<file path="config.mk">
export PLATFORM = sky130hd
export DESIGN_NAME = pesd_ctrl
export DESIGN_NICKNAME = d
export VERILOG_FILES = /design/src/hdl/pesd_pkg.sv /design/src/hdl/pesd_ctrl.sv
export SDC_FILE = /design/constraint.sdc
export NUM_CORES = 1
export LEC_CHECK = 0
export BUFFER_PORTS_ARGS = -buffer_cell sky130_fd_sc_hd__buf_4
export CAP_MARGIN = 5
export CORE_AREA = 2 2 39 41
export CTS_CLUSTER_DIAMETER = 100
export DETAILED_ROUTE_END_ITERATION = 8
export DIE_AREA = 0 0 41 43
export PLACE_DENSITY = 0.47
export SETUP_SLACK_MARGIN = 0.1
export SLEW_MARGIN = 20
export SYNTH_ARGS = -nofsm -noshare
export SYNTH_HDL_FRONTEND = slang
export SYNTH_SLANG_ARGS = --single-unit
</file>
<file path="constraint.sdc">
create_clock -name clk -period 2.33 [get_ports clk]
set_clock_uncertainty 0.2 [all_clocks]
set_input_delay 0.5825 -clock clk [delete_from_list [all_inputs] [get_ports clk]]
set_output_delay 0.5825 -clock clk [all_outputs]
set_load 0.01 [all_outputs]
</file>
<file path="src/hdl/pesd_pkg.sv">
// ----------------------------------------------------------------------------
// pesd_pkg
// shared types and constants for the encoder speed and distance block
// ----------------------------------------------------------------------------
package pesd_pkg;

  localparam int FracBits = 16;

  // command codes
  localparam logic [1:0] CMD_PULSE = 2'd0;
  localparam logic [1:0] CMD_TICK  = 2'd1;
  localparam logic [1:0] CMD_SET   = 2'd2;
  localparam logic [1:0] CMD_NOP   = 2'd3;

  // register indexes
  localparam logic [2:0] REG_ENABLE = 3'd0;
  localparam logic [2:0] REG_PPR    = 3'd1;
  localparam logic [2:0] REG_MULT   = 3'd2;
  localparam logic [2:0] REG_FREQ   = 3'd3;
  localparam logic [2:0] REG_DPP    = 3'd4;

  localparam logic [1:0] MOTION_STOP = 2'd0;
  localparam logic [1:0] MOTION_FWD  = 2'd1;
  localparam logic [1:0] MOTION_REV  = 2'd2;

  localparam logic [31:0] SAT_MAX = 32'h7fff_ffff;

  // controller to datapath commands
  typedef struct packed {
    logic do_pulse;   // apply a pulse item
    logic do_set;     // load position
    logic tick_start; // latch tick operands
    logic mul_step;   // one partial product step
    logic div_init;   // set up the divider
    logic div_step;   // one quotient bit
    logic tick_end;   // commit speed and distance
  } pesd_cmd_t;

  // datapath to controller status
  typedef struct packed {
    logic mul_done;
    logic div_done;
  } pesd_sts_t;

endpackage

</file>
<file path="src/hdl/pesd_ctrl.sv">
// ----------------------------------------------------------------------------
// pesd_ctrl
// controller state machine: sequences items through the datapath
// ----------------------------------------------------------------------------
module pesd_ctrl (
  input  logic               clk,
  input  logic               rst_n,
  input  logic               in_valid,
  output logic               in_stall,
  input  logic [1:0]         in_command,
  input  logic               enable,
  output logic               out_valid,
  input  logic               out_stall,
  output pesd_pkg::pesd_cmd_t cmd,
  input  pesd_pkg::pesd_sts_t sts
);
  import pesd_pkg::*;

  localparam logic [2:0] S_IDLE = 3'd0;
  localparam logic [2:0] S_MUL  = 3'd1;
  localparam logic [2:0] S_DIVI = 3'd2;
  localparam logic [2:0] S_DIV  = 3'd3;
  localparam logic [2:0] S_END  = 3'd4;
  localparam logic [2:0] S_OUT  = 3'd5;

  logic [2:0] state_r, state_nxt;
  logic       accept;

  // items are taken only in idle, the result waits in S_OUT
  assign in_stall  = (state_r != S_IDLE);
  assign accept    = in_valid && (state_r == S_IDLE);
  assign out_valid = (state_r == S_OUT);

  always_comb begin
    state_nxt = state_r;
    cmd = '0;
    case (state_r)
      S_IDLE: begin
        if (accept) begin
          state_nxt = S_OUT;
          if (in_command == CMD_PULSE && enable) begin
            cmd.do_pulse = 1'b1;
          end else if (in_command == CMD_TICK && enable) begin
            cmd.tick_start = 1'b1;
            state_nxt = S_MUL;
          end else if (in_command == CMD_SET) begin
            cmd.do_set = 1'b1;
          end
        end
      end
      S_MUL: begin
        cmd.mul_step = 1'b1;
        if (sts.mul_done) begin
          state_nxt = S_DIVI;
        end
      end
      S_DIVI: begin
        cmd.div_init = 1'b1;
        state_nxt = S_DIV;
      end
      S_DIV: begin
        cmd.div_step = 1'b1;
        if (sts.div_done) begin
          state_nxt = S_END;
        end
      end
      S_END: begin
        cmd.tick_end = 1'b1;
        state_nxt = S_OUT;
      end
      S_OUT: begin
        if (!out_stall) begin
          state_nxt = S_IDLE;
        end
      end
      default: state_nxt = S_IDLE;
    endcase
  end

  always_ff @(posedge clk) begin
    if (!rst_n) begin
      state_r <= S_IDLE;
    end else begin
      state_r <= state_nxt;
    end
  end

endmodule

</file>
======== Word-level counts from Yosys, hierarchy flattened ========
Cells that the tools add are included.
storage, ports and cells
  register bits after elaboration ......... 3
  bits of input ports ..................... 9
  output and inout port bits .............. 9
  word-level logic and storage cells ...... 37
operators by class
  equal/unequal tests ..................... 11
  mux-type cells .......................... 18
  reductions and logical operators ........ 7
operator list
  kind                                                 number
  two-way mux 3 bit                                    8
  case mux 3 bit (6 select lines)                      1
  two-way mux 1 bit                                    8
  inequality test 2 bit, second input constant         4
  equality test 3 x 2 -> 1 bit, second input constant  2
  equality test 3 bit, second input constant           2
  AND reduction 4 bit                                  1
  equality test 3 x 1 -> 1 bit, second input constant  1
  logical AND 1 bit                                    3
  logical NOT 3 bit                                    1
  nonzero test 3 bit                                   1
  equality test 2 x 1 -> 1 bit, second input constant  1
  equality test 2 bit, second input constant           1
  logical NOT 2 bit                                    1
  two-way mux 2 bit                                    1

======== Longest topological paths before layout ========
  word-level depth ........................ 6
  mapped depth ............................ 4
  depth with buffers taken out ............ 3

======== Worst setup path before layout ========
OpenSTA, ideal clock, no wires.
  path type ............................... reg-to-output
  start point ............................. reg state_r[2]
  end point ............................... out cmd[6] in the netlist's numbering
  data arrival time ....................... 1049 ps
  slack ................................... 499 ps
  cell stages (with the launch flop) ...... 5
  buffers on the path ..................... 1
  cells stage by stage .................... dfxtp_1 > buf_6 > nor3_4 > nand2_2 > nor4b_2
RTL lines
  element                 RTL line         RTL
  from (decl)             pesd_ctrl.sv:26  logic [2:0] state_r, state_nxt;
  from (signal assigned)  pesd_ctrl.sv:84  state_r <= state_nxt;
  to (decl)               pesd_ctrl.sv:14  output pesd_pkg::pesd_cmd_t cmd,

==> results.json <==
{
  "io_pins": 18,
  "cp.arrival_ps": 1320,
  "yosysMostFrequentCell": "inv_1",
  "critPathLaunchType": "register",
  "drive_above_1_share_pct": 55.6,
  "power_density_mw_per_mm2": 617,
  "switching_power_mw": 0.0912,
  "place_area_sq_um": 400,
  "worst_skew_pair.late_latency_ps": 230,
  "die_y_um": 43,
  "critPathKind": "reg -> out",
  "grt_pass1_vias": 312,
  "period_minus_slack_ps": 2100,
  "dr.pass1.iters": 3,
  "synthCells": 33,
  "cts_sinks": 3,
  "synth_nets": 42,
  "final_hold_viol_count": 0,
  "clockPowerShare_pct": 33.9,
  "relSlewSlack_pct": 82.9,
  "cts_inserted_buffers": 3,
  "pwr-share-comb_pct": 40.5,
  "syn_avg_cell_area_sq_um": 8.23,
  "clk_pin_slew_ps": 40,
  "instances_no_fill": 70,
  "top_regs": "state_r (3)",
  "hold_path.class": "reg -> reg",
  "met3_length_um": 67,
  "netlist_area_sq_um": 272,
  "grt_first_pass_wirelength_um": 1200,
  "netlist_top_cells_count": "inv_1 (4), dfxtp_1 (3), nor2_1 (3), nor3_1 (3)",
  "design.die.area_sq_mm": 0.00176,
  "syn_to_final_growth_pct": 64.5,
  "max-vdd-ir-drop_mv": 0.192,
  "yosysTopAreaCellShare_pct": 22.1,
  "drt-total-wl_um": 713,
  "placedCellCount": 64,
  "drt-met1-wl_um": 312,
  "yosysSeqAreaShare_pct": 22.1,
  "regArea_sq_um": 65.1,
  "ant_nets": 0,
  "maxSlewViolCount": 0,
  "finish.utilization_pct": 32.3,
  "globalplace.congestion": 0.650,
  "seqPwrFrac_pct": 25.6,
  "synth_ff_type": "dfxtp_1",
  "worstMarginPinSlew_ps": 255,
  "cap_violations": 0,
  "status": "completed",
  "synth_area_leaders": "dfxtp_1 (22%), nor3_4 (6.0%), nor3_1 (5.5%), buf_4 (5.5%), inv_1 (5.5%)",
  "finalSetupViolations": 0,
  "nNetsFinal": 64,
  "clockBufferDepth": 2,
  "core_area_sq_mm": 0.00138,
  "port_buffers": 17,
  "cts_tree": "done",
  "grt_max_degree": 11,
  "synthArstFlopShare_pct": 0,
  "critical_path_required_ps": 1550,
  "vias": 299,
  "max_freq_ghz": 0.476,
  "route.met2.wl_um": 333,
  "root_buffer": "clkbuf_4",
  "nFillCells": 155,
  "synth_seq_cells": 3,
  "regMostFlops": "state_r",
  "dr.max_layer_used": "met3",
  "dp_slack_ps": 376,
  "rows": 14,
  "internal_power_mw": 0.184,
  "drc": 0,
  "cts_max_level": 1,
  "wire_per_inst_um": 10.2,
  "grt_overflow_total": 0,
  "path_max_fanout": 3,
  "dp_hpwl_um": 550,
  "viasPerCell": 4.27,
  "tns_ps": 0,
  "min_period_over_period_pct": 90.2,
  "start_util_pct": 19.6,
  "synth_cell_type_count": 21,
  "antenna_found_initial": 0,
  "yosysWarnings": 0,
  "power_mw": 0.276,
  "fin_area_sq_um": 447,
  "multi_input_area_sq_um": 170,
  "largest_register_ffs": 3,
  "drt_iter0_drc": 4,
  "chipWidth_um": 41,
  "diodes": 0,
  "holdWs_ps": 257,
  "end_kind": "output pin",
  "p_leak_nw": 0.213,
  "synth_edf_count": 0,
  "track_usage_pct": 10.3,
  "rsz0062_at_grt": "false",
  "setup_ws_ps": 228,
  "synth_area_leader_cell": "dfxtp_1",
  "swShare_pct": 33.1
}
[metal layers]
layer	GRT usage, %	vias up
li1	-	162
met1	11.9	122
met2	14.7	15
met3	3.66	0
met4	8.00	0
met5	0	-
[power groups by stage]
stage               Clock, mW  Combinational, mW  Sequential (mW)
floorplan                   0             0.0748           0.0633
global placement            0              0.103           0.0733
detailed placement          0              0.102           0.0734
CTS                    0.0981              0.103           0.0722
global route            0.110              0.125           0.0715
finish                 0.0934              0.112           0.0706
[final timing paths]
check                           startpoint         end  slack [ps]  depth (start not counted)
worst max-delay path            state_r[0]      cmd[6]         230                          4
worst min register to register  state_r[2]  state_r[1]         260                          1
worst min-delay path            state_r[2]  state_r[1]         260                          1
worst max register to register  state_r[2]  state_r[2]         980                          4
[area by class of cell]
type	instances	area share, %
Timing Repair Buffer	20	33.6
Sequential cell	3	14.6
Multi-Input combinational cell	23	38.1
Inverter	4	3.36
Tap cell	16	4.48
Clock buffer	4	5.88
[layout by cell type, fill, tap and decap left out]
cell / instances
buf_4: 20
inv_1: 4
nor2_1: 3
nor3_1: 3
clkbuf_4: 3
nand2_1: 2
nor3b_1: 2
nor3_4: 1
and3_1: 1
nand3b_1: 1
nand2_2: 1
and3_2: 1
nor4b_2: 1
a21boi_1: 1
a31oi_1: 1
a22o_1: 1
o221ai_2: 1
a221oi_1: 1
o211a_1: 1
nor4_1: 1
clkbuf_1: 1
dfxtp_1: 1
dfxtp_2: 1
dfxtp_4: 1
[kinds of logic (layout without fill, tap and decap cells)]
kind of cell	count (synthesis)	count (layout)	synth area share (%)
flip-flops	3	3	22.1
buffers and inverters	7	28	15.2
AND/OR/NAND/NOR	17	17	41.9
AO/OA/AOI/OAI	6	6	20.7
[worst max-delay path, cell delays in order (launching register included)]
cell,delay (ps)
dfxtp_1,330
nor3_4,230
nand2_2,100
nor4b_2,270
buf_4,160
[what timing repair did]
item	in CTS	in global routing
resized for setup	0	3
buffers inserted	0	2
setup endpoints to repair	0	2
hold buffers	0	0
hold endpoints to repair	0	0
Note: power is estimated with default switching activity, not from simulation.
