--- config.mk ---
export PLATFORM = sky130hd
export DESIGN_NAME = pesd_regs
export DESIGN_NICKNAME = d
export VERILOG_FILES = /design/src/hdl/pesd_pkg.sv /design/src/hdl/pesd_regs.sv
export SDC_FILE = /design/constraint.sdc
export NUM_CORES = 1
export LEC_CHECK = 0
export BUFFER_PORTS_ARGS = -buffer_cell sky130_fd_sc_hd__buf_2
export CAP_MARGIN = 20
export CORE_MARGIN = 1.5
export CORE_UTILIZATION = 48
export CTS_CLUSTER_SIZE = 12
export DETAILED_ROUTE_END_ITERATION = 10
export PLACE_DENSITY = 0.8
export SLEW_MARGIN = 20
export SYNTH_ARGS = -nofsm -noshare
export SYNTH_HDL_FRONTEND = slang
export SYNTH_SLANG_ARGS = --single-unit
--- constraint.sdc ---
create_clock -name clk -period 1.32 [get_ports clk]
set_input_delay 0.132 -clock clk [delete_from_list [all_inputs] [get_ports clk]]
set_output_delay 0.132 -clock clk [all_outputs]
set_load 0.02 [all_outputs]
--- src/hdl/pesd_pkg.sv ---
// ----------------------------------------------------------------------------
// pesd_pkg
// shared types and constants for the encoder speed and distance block
// ----------------------------------------------------------------------------
package pesd_pkg;

  localparam int FracBits = 16;

  // command codes
  localparam logic [1:0] CMD_PULSE = 2'd0;
  localparam logic [1:0] CMD_TICK  = 2'd1;
  localparam logic [1:0] CMD_SET   = 2'd2;
  localparam logic [1:0] CMD_NOP   = 2'd3;

  // register indexes
  localparam logic [2:0] REG_ENABLE = 3'd0;
  localparam logic [2:0] REG_PPR    = 3'd1;
  localparam logic [2:0] REG_MULT   = 3'd2;
  localparam logic [2:0] REG_FREQ   = 3'd3;
  localparam logic [2:0] REG_DPP    = 3'd4;

  localparam logic [1:0] MOTION_STOP = 2'd0;
  localparam logic [1:0] MOTION_FWD  = 2'd1;
  localparam logic [1:0] MOTION_REV  = 2'd2;

  localparam logic [31:0] SAT_MAX = 32'h7fff_ffff;

  // controller to datapath commands
  typedef struct packed {
    logic do_pulse;   // apply a pulse item
    logic do_set;     // load position
    logic tick_start; // latch tick operands
    logic mul_step;   // one partial product step
    logic div_init;   // set up the divider
    logic div_step;   // one quotient bit
    logic tick_end;   // commit speed and distance
  } pesd_cmd_t;

  // datapath to controller status
  typedef struct packed {
    logic mul_done;
    logic div_done;
  } pesd_sts_t;

endpackage

--- src/hdl/pesd_regs.sv ---
// ----------------------------------------------------------------------------
// pesd_regs
// configuration register file behind the apb-style port
// ----------------------------------------------------------------------------
module pesd_regs (
  input  logic        clk,
  input  logic        rst_n,
  input  logic        psel,
  input  logic        penable,
  input  logic        pwrite,
  input  logic [4:0]  paddr,
  input  logic [31:0] pwdata,
  output logic [31:0] prdata,
  output logic        pready,
  output logic        enable,
  output logic [15:0] ppr,
  output logic [7:0]  mult,
  output logic [31:0] freq,
  output logic [31:0] dpp
);
  import pesd_pkg::*;

  logic        en_r;
  logic [15:0] ppr_r;
  logic [7:0]  mult_r;
  logic [31:0] freq_r, dpp_r;

  assign pready = 1'b1;

  always_ff @(posedge clk) begin
    if (!rst_n) begin
      en_r <= 1'b0; ppr_r <= 16'd1; mult_r <= 8'd1; freq_r <= 32'd1; dpp_r <= '0;
    end else if (psel && penable && pwrite) begin
      case (paddr[4:2])
        REG_ENABLE: en_r   <= pwdata[0];
        REG_PPR:    ppr_r  <= pwdata[15:0];
        REG_MULT:   mult_r <= pwdata[7:0];
        REG_FREQ:   freq_r <= pwdata;
        REG_DPP:    dpp_r  <= pwdata;
        default: ;
      endcase
    end
  end

  // read back
  always_comb begin
    case (paddr[4:2])
      REG_ENABLE: prdata = {31'd0, en_r};
      REG_PPR:    prdata = {16'd0, ppr_r};
      REG_MULT:   prdata = {24'd0, mult_r};
      REG_FREQ:   prdata = freq_r;
      REG_DPP:    prdata = dpp_r;
      default:    prdata = '0;
    endcase
  end

  assign enable = en_r;
  assign ppr    = ppr_r;
  assign mult   = mult_r;
  assign freq   = freq_r;
  assign dpp    = dpp_r;

endmodule

======== After elaboration in Yosys (flattened, before gate mapping) ========
Cells that the tools add are included.
operators by class
  eq/ne operators ......................... 4
  multiplexer cells ....................... 1
  reduce and logical (&&, ||, !) cells .... 8
operators by type and width
  operator              count
  $pmux W32 S5          1
  $reduce_and A2 Y1     5
  $eq A3 B2 Y1 const B  2
  $eq A3 B1 Y1 const B  1
  $eq A3 B3 Y1 const B  1
  $logic_not A3 Y1      1
  $logic_and A1 B1 Y1   2
storage, ports and cells
  register bits after elaboration ......... 89
  output and inout bits ................... 122
  word-level logic and storage cells ...... 18

======== Depth between registers and ports, before layout ========
  word-level depth ........................ 3
  mapped depth ............................ 6
  depth with buffers taken out ............ 3

======== Least setup slack after synthesis ========
No wires, ideal clock.
  path type ............................... input -> output
  from .................................... in paddr[2]
  to ...................................... out prdata[11]
  data arrival time ....................... 1.184 ns
  required time ........................... 1.188 ns
  slack ................................... 0.004 ns
  cell stages on the path ................. 5
  cell sequence ........................... buf_4 -> nor3b_1 -> clkbuf_1 -> nand2_1 -> o21ai_0
on the way
  longest elaborated chain between the ends .. 2
  elaborated cells between the ends (all ways) .. 6
RTL lines
  element                                     RTL line         source
  start: declaration                          pesd_regs.sv:11  input logic [4:0] paddr,
  $eq A3 B3 Y1, or another cell as far along  pesd_regs.sv:47  case (paddr[4:2])
  $pmux W32 S5 *                              pesd_regs.sv:47
  end: declaration                            pesd_regs.sv:13  output logic [31:0] prdata,
Every way passes the cells marked *; elsewhere a longest branch is shown, timed or not.

======== Worst setup path after layout ========
  from .................................... reg ppr_r[3] (netlist: ppr[3])
  to ...................................... out prdata[3]
on the way
  longest elaborated chain between the ends .. 1
RTL lines
  element                   RTL line         source
  start: declaration        pesd_regs.sv:24  logic [15:0] ppr_r;
  start signal: assignment  pesd_regs.sv:36  REG_PPR: ppr_r <= pwdata[15:0];
  $pmux W32 S5              pesd_regs.sv:47
No other way between the ends.

==> impl_metrics.json <==
{
  "status": "finished, violations left",
  "failed_checks": "negative setup slack",
  "grt_max_degree": 41,
  "fill_cells": 630,
  "hp-class": "primary input to flop",
  "antenna_found_initial": 0,
  "hold_path_startpoint": "pwdata[16]",
  "synth_top_family_by_area": "multiplexers",
  "hold_buffers": 0,
  "hold-worst-slack_ps": 45.67,
  "synth_compound_area_share_pct": 7.656,
  "setup_ws_ps": -140.8,
  "dr.pass1.iters": 4,
  "die_x_um": 93.96,
  "place_area_um2": 5039,
  "syn-mean-instance-area_um2": 9.433,
  "period_needed_ps": 1461,
  "drv_cap": 0,
  "drive_gt1_share_pct": 43.95,
  "pre_cts_slack_ps": -52.39,
  "ant_nets": 0,
  "cts_tree": "built",
  "wire_per_inst_um": 15.27,
  "cp_max_fo": 2,
  "synth_largest_area_cell": "dfxtp_1",
  "multi_input_area_um2": 2057,
  "die-area_um2": 8828,
  "grt_pass1_vias": 3558,
  "port_buffers": 160,
  "synthToLayoutAreaGrowth_pct": 37.46,
  "synth_mux_area_share_pct": 26.69,
  "synth_fp_nets": 463,
  "root_buffer": "clkbuf_8",
  "worst_path_max_delay_cell": "dfxtp_2",
  "cp-end-kind": "output pin",
  "crit_path_cell_trace": "mux2_4, a22oi_2, o21ai_1, buf_4",
  "ys_warn_count": 0,
  "path_class": "flop to output pin",
  "die_h_um": 93.96,
  "cp.required_ps": 1190,
  "grt_use_total_pct": 24.25,
  "syn-cell-area_um2": 3971,
  "setup_viol": 8,
  "synth-seq-cells": 89,
  "grt_remaining_overflow": 0,
  "synthAdderAreaFrac_pct": 0,
  "hold_viol_final": 0,
  "reg2reg_from": "freq[4]",
  "max_freq_mhz": 684.6,
  "reg2regPathDepth": 4,
  "routabilityCongestion": 0.8037,
  "synthDominantCellAreaShare_pct": 44.86,
  "num_io_pins": 164,
  "start_util_pct": 50.35,
  "fin_crit_sh_pct": 110.7,
  "h-tree-depth": 3,
  "yosysSeqAreaShare_pct": 44.86,
  "nets": 641,
  "holdPathEnd": "dpp[16]",
  "hold_depth": 3,
  "routed_wl_um": 10770,
  "cts_buffers": 9,
  "ff_latch_area_um2": 1817,
  "drcViolationCount": 0,
  "clk-insertion-delay-late_ps": 340,
  "grt_pass1_wl_um": 16840,
  "cpPeakStageDelay_ps": 340,
  "clkTransAtPathRegs_ps": 90,
  "critical_path.startpoint_type": "flop",
  "antenna_cells": 0,
  "layout_common_cells": "buf_2, nand2_1, mux2i_1",
  "cp_data_arrival_time_ps": 1330,
  "pwr_density_cell_nw_per_um2": 910.4,
  "fin_worst_skew_ps": 0,
  "stdcell_area_um2": 5459,
  "r2r-end": "freq[4]",
  "synth_area_leaders": "dfxtp_1, mux2i_1, nand2_1",
  "synth_xor_area_share_pct": 0,
  "drt-initial-drc-count": 126,
  "layout_commonest_cell": "buf_2",
  "ir_worst_vdd_mv": 0.6492,
  "yosys.area_share.simple_pct": 15.53,
  "vias": 3688,
  "grt_setup_unrepaired": "true",
  "rows": 32,
  "power_leakage_nw": 2.559,
  "viasPerCell": 5.231,
  "clk_path_buf_depth": 2,
  "syn_inst": 421,
  "dp_hpwl_um": 7547,
  "regToRegSetupSlack_ps": 500,
  "drv_slew": 0,
  "cts_sinks": 89,
  "coreArea_um2": 7888,
  "yosysUniqueCellTypes": 26
}
## worst max-delay path, delay by kind of cell, from the launching register on
kind                   cells  cell delay, ps
AOI/OAI and AO/OA          2             220
DFF                        1             340
buffers and inverters      1             150
muxes                      1             280
## Yosys cell counts
| cell | instances |
|---|---|
| dfxtp_1 | 89 |
| o311ai_0 | 1 |
| buf_6 | 4 |
| nor2_2 | 2 |
| nand2_1 | 133 |
| nor2_1 | 1 |
| nor2b_1 | 5 |
| o22ai_1 | 1 |
| o21ai_0 | 16 |
| o41ai_1 | 1 |
| nand4b_4 | 1 |
| mux2i_1 | 98 |
| a22o_1 | 16 |
| or3_1 | 1 |
| conb_1 | 1 |
| inv_1 | 1 |
| nand2b_1 | 2 |
| a22oi_1 | 7 |
| buf_4 | 5 |
| clkbuf_1 | 17 |
| mux2_2 | 7 |
| nand4_2 | 1 |
| buf_12 | 1 |
| buf_2 | 7 |
| o21a_1 | 1 |
| nor3b_1 | 2 |
## layout make-up
class,count,share of cell area (%)
repair buffers,201,23.24
clock inverters,5,1.054
inverters,1,0.06876
flip-flops and latches,89,33.28
well taps,102,2.338
multi-input cells,297,37.68
clock buffers,10,2.338
## state kept, by name (all words and copies together) (netlist names)
name / count
mult: 8
freq: 32
ppr: 16
enable: 1
dpp: 32
## logic make-up (layout without fill, tap and decap cells)
logic type,Yosys count,in the layout
AOI/OAI and AO/OA,43,43
buffers and inverters,35,217
DFF,89,89
muxes,105,105
other,1,1
and+or+nand+nor,148,148
## power by group
| part | switching [mW] | internal (mW) |
|---|---|---|
| logic | 0.268 | 0.187 |
| clock network | 0.934 | 0.862 |
| registers | 0.0157 | 2.70 |
| total | 1.22 | 3.75 |
## repair_timing
action / in CTS / in global routing
hold endpoints to repair: 0 / 0
setup buffers: 13 / 1
gates resized for setup: 34 / 34
pin swaps: 1 / 0
setup endpoints to repair: 8 / 31
## worst max-delay path by stage
| stage | start | to | depth (start not counted) |
|---|---|---|---|
| global route | ppr[3] | prdata[3] | 4 |
| detailed placement | paddr[2] | dpp[9] | 5 |
| finish | ppr[3] | prdata[3] | 4 |
| global placement | paddr[2] | dpp[10] | 5 |
| CTS | freq[7] | prdata[7] | 4 |
| floorplan | paddr[2] | prdata[11] | 5 |
## stage by stage
stage               instances  util, %  total power, mW  setup TNS [ps]
finish                    705    69.21            4.970          -733.5
CTS                       705    68.31            4.989          -757.1
floorplan                 421        -            3.016               0
global placement          677    63.88            3.198               0
global route              705    69.21            5.154           -1142
detailed placement        677    63.88            3.210          -677.1
## routing by layer
layer / global-route usage (%) / vias up / part of all wire [%]
li1: - / 1785 / -
met1: 28.56 / 1761 / 42
met2: 42.75 / 124 / 52
met3: 4.935 / 18 / 5.1
met4: 9.950 / 0 / 1.7
met5: 0 / - / 0
(Power assumes the default switching activity.)
